[src/hw/rtl/pmx_pkg.sv]
package pmx_pkg;

  localparam int unsigned MAX_LENGTH = 64;
  localparam int unsigned MIN_LENGTH = 2;
  localparam int unsigned IDX_W      = 6;
  localparam int unsigned CNT_W      = 7;
  localparam int unsigned DEPTH      = 64;

  localparam logic CMD_LOAD = 1'b0;
  localparam logic CMD_RUN  = 1'b1;

  typedef struct packed {
    logic             command;
    logic [IDX_W-1:0] position;
    logic [IDX_W-1:0] first_parent_value;
    logic [IDX_W-1:0] second_parent_value;
    logic [CNT_W-1:0] cut_start;
    logic [CNT_W-1:0] cut_end;
  } pmx_in_t;

  typedef struct packed {
    logic [IDX_W-1:0] out_position;
    logic [IDX_W-1:0] first_child_value;
    logic [IDX_W-1:0] second_child_value;
    logic             last;
  } pmx_out_t;

  typedef enum logic [3:0] {
    ST_IDLE,
    ST_SEG_RD,
    ST_SEG_WR,
    ST_MAP_RD,
    ST_MAP_V,
    ST_MAP_AT,
    ST_MAP_CHK,
    ST_CH_OWN,
    ST_CH_IDX,
    ST_FILL_RD,
    ST_FILL_WR,
    ST_EMIT_RD,
    ST_EMIT_WR
  } pmx_state_t;

endpackage

[src/hw/rtl/pmx_core.sv]
module pmx_core
  import pmx_pkg::*;
(
  input  logic             clk,
  input  logic             rst,
  input  logic [CNT_W-1:0] length_in_use,
  input  logic             in_valid,
  output logic             in_stall,
  input  pmx_in_t          in_item,
  output logic             res_valid,
  input  logic             res_stall,
  output pmx_out_t         res_item
);

  pmx_state_t state, state_next;

  logic             ch, ch_next;
  logic [CNT_W-1:0] i, i_next;
  logic [CNT_W-1:0] n, n_next;
  logic [CNT_W-1:0] s, s_next;
  logic [CNT_W-1:0] e, e_next;
  logic [CNT_W-1:0] steps, steps_next;
  logic [IDX_W-1:0] v, v_next;
  logic [IDX_W-1:0] at, at_next;
  logic [DEPTH-1:0] filled0, filled1;

  logic [IDX_W-1:0] fp_mem [DEPTH];
  logic [IDX_W-1:0] sp_mem [DEPTH];
  logic [IDX_W-1:0] fi_mem [DEPTH];
  logic [IDX_W-1:0] si_mem [DEPTH];
  logic [IDX_W-1:0] fc_mem [DEPTH];
  logic [IDX_W-1:0] sc_mem [DEPTH];

  logic [IDX_W-1:0] fp_q, sp_q, fi_q, si_q, fc_q, sc_q;
  logic [IDX_W-1:0] pa_addr, ia_addr, ca_addr;
  logic [IDX_W-1:0] own_q, other_q, own_idx_q, other_idx_q;

  logic             cw_en, fl_set, fl_clear;
  logic [IDX_W-1:0] cw_addr, cw_data;
  logic             ld_en, run_go;

  logic [CNT_W-1:0] nc, sc_cut, ec_cut;
  logic             cur_filled;

  assign own_q       = ch ? sp_q : fp_q;
  assign other_q     = ch ? fp_q : sp_q;
  assign own_idx_q   = ch ? si_q : fi_q;
  assign other_idx_q = ch ? fi_q : si_q;
  assign ca_addr     = i[IDX_W-1:0];
  assign cur_filled  = ch ? filled1[i[IDX_W-1:0]] : filled0[i[IDX_W-1:0]];

  assign ld_en  = (state == ST_IDLE) && in_valid && (in_item.command == CMD_LOAD);
  assign run_go = (state == ST_IDLE) && in_valid && (in_item.command == CMD_RUN);

  // clamp length and cut points; the cuts are ordered when a run starts in ST_IDLE
  always_comb begin
    nc = length_in_use;
    if (nc < CNT_W'(MIN_LENGTH)) nc = CNT_W'(MIN_LENGTH);
    if (nc > CNT_W'(MAX_LENGTH)) nc = CNT_W'(MAX_LENGTH);
    sc_cut = (in_item.cut_start > nc) ? nc : in_item.cut_start;
    ec_cut = (in_item.cut_end > nc) ? nc : in_item.cut_end;
  end

  always_ff @(posedge clk) begin
    fp_q <= fp_mem[pa_addr];
    sp_q <= sp_mem[pa_addr];
    fi_q <= fi_mem[ia_addr];
    si_q <= si_mem[ia_addr];
    fc_q <= fc_mem[ca_addr];
    sc_q <= sc_mem[ca_addr];
    if (ld_en) begin
      fp_mem[in_item.position] <= in_item.first_parent_value;
      sp_mem[in_item.position] <= in_item.second_parent_value;
      fi_mem[in_item.first_parent_value]  <= in_item.position;
      si_mem[in_item.second_parent_value] <= in_item.position;
    end
    if (cw_en && !ch) fc_mem[cw_addr] <= cw_data;
    if (cw_en && ch)  sc_mem[cw_addr] <= cw_data;
  end

  always_ff @(posedge clk) begin
    if (rst) begin
      state   <= ST_IDLE;
      filled0 <= '0;
      filled1 <= '0;
    end else begin
      state <= state_next;
      if (fl_clear) begin
        filled0 <= '0;
        filled1 <= '0;
      end else if (fl_set) begin
        if (ch) filled1[cw_addr] <= 1'b1;
        else    filled0[cw_addr] <= 1'b1;
      end
    end
    ch    <= ch_next;
    i     <= i_next;
    n     <= n_next;
    s     <= s_next;
    e     <= e_next;
    steps <= steps_next;
    v     <= v_next;
    at    <= at_next;
  end

  always_comb begin
    state_next = state;
    ch_next    = ch;
    i_next     = i;
    n_next     = n;
    s_next     = s;
    e_next     = e;
    steps_next = steps;
    v_next     = v;
    at_next    = at;
    pa_addr    = i[IDX_W-1:0];
    ia_addr    = v;
    cw_en      = 1'b0;
    fl_set     = 1'b0;
    fl_clear   = 1'b0;
    cw_addr    = i[IDX_W-1:0];
    cw_data    = own_q;
    in_stall   = (state != ST_IDLE);
    res_valid  = 1'b0;
    res_item   = '{out_position: i[IDX_W-1:0], first_child_value: fc_q,
                   second_child_value: sc_q, last: (i == n - 1'b1)};

    case (state)
      ST_IDLE: begin
        if (run_go) begin
          n_next   = nc;
          s_next   = (sc_cut > ec_cut) ? ec_cut : sc_cut;
          e_next   = (sc_cut > ec_cut) ? sc_cut : ec_cut;
          i_next   = (sc_cut > ec_cut) ? ec_cut : sc_cut;
          ch_next  = 1'b0;
          fl_clear = 1'b1;
          state_next = ST_SEG_RD;
        end
      end
      // copy own parent's segment
      ST_SEG_RD: begin
        if (i == e) begin
          i_next = s;
          state_next = ST_MAP_RD;
        end else begin
          state_next = ST_SEG_WR;
        end
      end
      ST_SEG_WR: begin
        cw_en  = 1'b1;
        fl_set = 1'b1;
        i_next = i + 1'b1;
        state_next = ST_SEG_RD;
      end
      // place each missing value of the other segment
      ST_MAP_RD: begin
        if (i == e) begin
          i_next = '0;
          state_next = ST_FILL_RD;
        end else begin
          state_next = ST_MAP_V;
        end
      end
      ST_MAP_V: begin
        v_next  = other_q;
        ia_addr = other_q;
        state_next = ST_MAP_AT;
      end
      ST_MAP_AT: begin
        at_next = own_idx_q;
        pa_addr = own_idx_q;
        state_next = ST_MAP_CHK;
      end
      ST_MAP_CHK: begin
        if ({1'b0, at} >= s && {1'b0, at} < e && own_q == v) begin
          i_next = i + 1'b1;
          state_next = ST_MAP_RD;
        end else begin
          steps_next = '0;
          state_next = ST_CH_OWN;
        end
      end
      ST_CH_OWN: begin
        ia_addr    = own_q;
        steps_next = steps + 1'b1;
        state_next = ST_CH_IDX;
      end
      ST_CH_IDX: begin
        pa_addr = other_idx_q;
        if ({1'b0, other_idx_q} < s || {1'b0, other_idx_q} >= e) begin
          cw_en   = 1'b1;
          fl_set  = 1'b1;
          cw_addr = other_idx_q;
          cw_data = v;
          i_next  = i + 1'b1;
          state_next = ST_MAP_RD;
        end else if (steps == n) begin
          i_next = i + 1'b1;
          state_next = ST_MAP_RD;
        end else begin
          state_next = ST_CH_OWN;
        end
      end
      // fill remaining holes from the other parent
      ST_FILL_RD: begin
        if (i == n) begin
          if (!ch) begin
            ch_next = 1'b1;
            i_next  = s;
            state_next = ST_SEG_RD;
          end else begin
            i_next = '0;
            state_next = ST_EMIT_RD;
          end
        end else begin
          state_next = ST_FILL_WR;
        end
      end
      ST_FILL_WR: begin
        cw_en   = !cur_filled;
        cw_data = other_q;
        i_next  = i + 1'b1;
        state_next = ST_FILL_RD;
      end
      ST_EMIT_RD: begin
        state_next = ST_EMIT_WR;
      end
      ST_EMIT_WR: begin
        res_valid = 1'b1;
        if (!res_stall) begin
          if (i == n - 1'b1) begin
            state_next = ST_IDLE;
          end else begin
            i_next = i + 1'b1;
            state_next = ST_EMIT_RD;
          end
        end
      end
      default: begin
        state_next = ST_IDLE;
      end
    endcase
  end

endmodule

[src/hw/rtl/pmx_permutation_crossover_top.sv]
// Load item: accepted while the core is idle, no result.
// Run item: per child, copy the own segment, place displaced values along the map chain,
//   fill the remaining holes, then emit the results; the single read port of each store sets the pace.
// One item is worked at a time; a waiting result sits in the output register.
// Synchronous active-high reset clears control and restores length_in_use to 64;
// parent and child stores hold garbage until written.
module pmx_permutation_crossover_top
  import pmx_pkg::*;
(
  input  logic             clk,
  input  logic             rst,
  input  logic             cfg_valid,
  output logic             cfg_ready,
  input  logic [CNT_W-1:0] cfg_data,
  input  logic             in_valid,
  output logic             in_stall,
  input  pmx_in_t          in_item,
  output logic             out_valid,
  input  logic             out_stall,
  output pmx_out_t         out_item
);

  logic [CNT_W-1:0] length_in_use;
  logic             res_valid, res_stall;
  pmx_out_t         res_item;

  // the register is always writable
  assign cfg_ready = 1'b1;

  always_ff @(posedge clk) begin
    if (rst) begin
      length_in_use <= CNT_W'(MAX_LENGTH);
    end else if (cfg_valid) begin
      length_in_use <= cfg_data;
    end
  end

  pmx_core u_core (
    .clk           (clk),
    .rst           (rst),
    .length_in_use (length_in_use),
    .in_valid      (in_valid),
    .in_stall      (in_stall),
    .in_item       (in_item),
    .res_valid     (res_valid),
    .res_stall     (res_stall),
    .res_item      (res_item)
  );

  // hold the core while the output register is full and stalled
  assign res_stall = out_valid && out_stall;

  always_ff @(posedge clk) begin
    if (rst) begin
      out_valid <= 1'b0;
    end else if (res_valid && !res_stall) begin
      out_valid <= 1'b1;
    end else if (!out_stall) begin
      out_valid <= 1'b0;
    end
    if (res_valid && !res_stall) begin
      out_item <= res_item;
    end
  end

endmodule

[config.mk]
export PLATFORM = sky130hd
export DESIGN_NAME = pmx_permutation_crossover_top
export DESIGN_NICKNAME = d
export VERILOG_FILES = /design/src/hw/rtl/pmx_pkg.sv /design/src/hw/rtl/pmx_core.sv /design/src/hw/rtl/pmx_permutation_crossover_top.sv
export SDC_FILE = /design/constraint.sdc
export NUM_CORES = 2
export LEC_CHECK = 0
export BUFFER_PORTS_ARGS = -buffer_cell sky130_fd_sc_hd__buf_2
export CAP_MARGIN = 20
export CORE_UTILIZATION = 35
export CTS_CLUSTER_DIAMETER = 50
export DETAILED_ROUTE_END_ITERATION = 8
export SLEW_MARGIN = 30
export SYNTH_ARGS = -nofsm -noshare
export SYNTH_HDL_FRONTEND = slang
export SYNTH_SLANG_ARGS = --single-unit
[constraint.sdc]
create_clock -name clk -period 9.4 [get_ports clk]
set_input_delay 0.94 -clock clk [delete_from_list [all_inputs] [get_ports clk]]
set_output_delay 0.94 -clock clk [all_outputs]
set_load 0.03 [all_outputs]
==> results_dict.tcl <==
set metrics [dict create \
    finalMaxSlewViolations 0 \
    dieHeight_um 544 \
    drive_above_1_share_pct 15.5 \
    seqCellArea_mm2 0.0747 \
    layout.nets 7035 \
    track_usage_pct 17.8 \
    worst_r2r_path_depth 13 \
    grt_pass1_vias 59300 \
    worstHoldPathType "in2reg" \
    worstPathArrival_ns 6.51 \
    min-delay-start "cfg_data[3]" \
    cts_sinks 2547 \
    whs_ns 0.269 \
    gr-total-overflow 0 \
    required_ns 9.98 \
    yosysSeqAreaShare_pct 72.5 \
    syn_area_per_cell_um2 15.1 \
    yosysWarningCount 0 \
    numCtsBuffers 300 \
    drv_cap 0 \
    routed_via_density 5.40 \
    min_period_over_period_pct 63.1 \
    portBuffers 65 \
    rsz0062_at_grt "no" \
    post_cts_buffers 0 \
    use_met2_pct 29.0 \
    holdPathEnd "length_in_use[3]" \
    yosys_register_bits 2547 \
    hold_path_depth 3 \
    synth.distinct_cells 82 \
    top_level_ports 67 \
    htree_levels 5 \
    setup_viol 0 \
    reg2reg_slack_ns 3.47 \
    pwr_density_cell_mw_per_mm2 242 \
    drcViolationCount 0 \
    antenna_found_initial 17 \
    antenna_left 0 \
    dp_slack_ns 2.94 \
    cts_tree "done" \
    syn2layout_area_growth_pct 14.9 \
    hpwl_um 159000 \
    drtPass1Iterations 6 \
    wl_per_cell_um 24.2 \
    critPathLaunchType "flip-flop" \
    ir_drop_mv 0.155 \
    reg2reg_from "u_core.ch" \
    ys_async_sr_fraction_pct 0 \
    design_area_mm2 0.118 \
    grt_pass1_wl_um 396000 \
    ctsResizeCount 0 \
    dp_cells 10500 \
    initial_core_util_pct 35.3 \
    hold_buffers 0 \
    use_met1_pct 24.1 \
    grt_max_degree 180 \
    grt.busiest_layer "met2" \
    dr.first_iter.drc_count 6269 \
    fin_ws_ns 3.47 \
    routed_wl_um 268000 \
    multi_input_area_mm2 0.0266 \
    tightestPinTransition_ns 1.07 \
    root_buffer "clkbuf_16" \
    fillers 26500 \
    fin_crit_ns 5.93 \
    cts.reportedPaths.clkPinSlew_ns 0.06 \
    synthCells 6843 \
    synth_edf_count 2371 \
    vias 60000 \
    fin_skew_ns 0.0965 \
    num_rows 198 \
    max_freq_ghz 0.169 \
    synthesis.nets 6934 \
    path_max_fanout 94 \
    status "finished clean" \
    dieArea_mm2 0.296 \
    r2r_end "u_core.sc_mem[57][0]" \
    p_total_mw 28.6 \
    gp_congestion 0.884 \
    critPathCaptureType "flip-flop" \
    die_w_um 544 \
    clkLatencyLatePin_ns 0.92 \
    cts_max_path_buffers 4 \
    synth_flop_cell "edfxtp_1" \
    tns_ns 0 \
    finalNonFillerCells 11100 \
    p_leak_nw 38.6 \
    core-area_mm2 0.292 \
    grtUsageMet3_pct 2.78 \
    hold_viol_final 0 \
    critical_path_class "reg2reg" \
    relSlewSlack_pct 28.8 \
    final_core_util_pct 40.6 \
    post_dp_cell_area_mm2 0.108 \
    syn_area_mm2 0.103 \
]
## cell usage after synthesis, drive strengths merged (5+ instances only)
library cell	n	area (um2)
a211oi	92	691
a21o	27	210
a21oi	143	746
a221oi	44	385
a22o	12	105
a22oi	29	218
a2bb2oi	5	85.1
a311oi	103	902
a31oi	108	682
and2	14	87.6
and3	118	738
buf	226	1170
clkbuf	198	743
dfxtp	176	3520
edfxtp	2371	71200
ha	46	576
inv	47	176
mux2	17	191
mux2i	170	1700
mux4	336	7570
nand2	1248	4690
nand2b	10	62.6
nand3	470	2350
nand3b	13	97.6
nand4	21	131
nor2	502	1900
nor2b	14	87.6
nor3	26	130
nor4	19	134
o211ai	5	37.5
o21a	7	52.6
o21ai	80	430
o221ai	5	43.8
o22ai	17	119
o2bb2ai	5	43.8
o31ai	6	45.0
or3	32	200
xnor2	22	193
xor2	18	158
## worst max-delay path by stage
| stage | from | end | slack (ns) | cells after the start |
|---|---|---|---|---|
| floorplan | u_core.ch | u_core.fc_mem[0][0] | 0.01 | 12 |
| global placement | u_core.ch | u_core.sc_mem[50][0] | 3.12 | 13 |
| detailed placement | u_core.ch | u_core.sc_mem[18][0] | 2.94 | 13 |
| CTS | u_core.ch | u_core.fc_mem[19][0] | 2.87 | 13 |
| global route | u_core.ch | u_core.sc_mem[59][0] | 2.94 | 13 |
| finish | u_core.ch | u_core.sc_mem[57][0] | 3.47 | 13 |
## cell usage in the layout, fill, tap and decap left out, types with 19 or more instances in the layout
master	count
inv_1	47
and3_1	118
a311oi_1	103
bufinv_16	40
dfxtp_1	176
mux2i_1	170
a22oi_1	29
nand2_1	1247
buf_4	143
clkbuf_1	51
clkbuf_16	303
inv_6	19
nand3_1	470
nand4_1	21
ha_1	46
a21oi_1	136
xnor2_1	22
mux4_2	336
or3_1	32
nor2_1	462
a221oi_1	44
clkinvlp_4	19
a31oi_1	107
buf_2	59
a211oi_1	92
edfxtp_1	2371
clkinv_1	47
a21o_1	23
nor3_1	26
nor2_2	36
o21ai_0	60
clkinv_2	27
## cells by family (layout without fill, tap and decap cells)
family	after synthesis	after routing	share of synthesized area (%)
buffers and inverters	471	814	2.03
AO/OA/AOI/OAI	707	707	4.83
multiplexers	523	523	9.19
flip-flops	2547	2547	72.5
AND/OR/NAND/NOR	2508	2508	10.5
other	1	14	0.00364
adder cells (fa/ha/maj)	46	46	0.559
XOR/XNOR	40	40	0.340
## metal layers
layer / vias up / routed length [um]
li1: 26400 / -
met1: 30800 / 112000
met2: 2302 / 129000
met3: 443 / 18200
met4: 0 / 8780
met5: - / 0
## power by group
| group | switching (mW) | internal (mW) |
|---|---|---|
| clock network | 4.79 | 7.15 |
| registers | 0.126 | 12.9 |
| logic | 2.45 | 1.13 |
## final cells by class
class                   instances  share of cell area (%)
inverters                      47                   0.149
diodes                         13                  0.0275
flip-flops and latches       2547                    63.1
multi-input cells            3825                    22.4
repair buffers                223                    1.47
clock buffers                 358                    6.62
clock inverters               186                    2.03
well taps                    3900                    4.12
## state kept, by name, summed over array words and instances (netlist names), 19 cells and up
name and cells:
out_item 19, u_core.fc_mem 384, u_core.fi_mem 384, u_core.filled0 64
u_core.filled1 64, u_core.fp_mem 384, u_core.sc_mem 384, u_core.si_mem 384
u_core.sp_mem 384
## worst max-delay path: stages (launching register included)
cell and delay [ns]:
edfxtp_1 0.81, buf_4 0.43, mux2i_1 0.56, inv_1 0.24, ha_1 0.35, o21ai_0 0.09, nand2b_1 0.10, a21oi_1 0.07
nor3_1 0.27, o311ai_2 0.27, o31ai_2 0.55, a221oi_1 0.26, o21ai_4 0.81, buf_6 0.58
(Power assumes the default switching activity.)
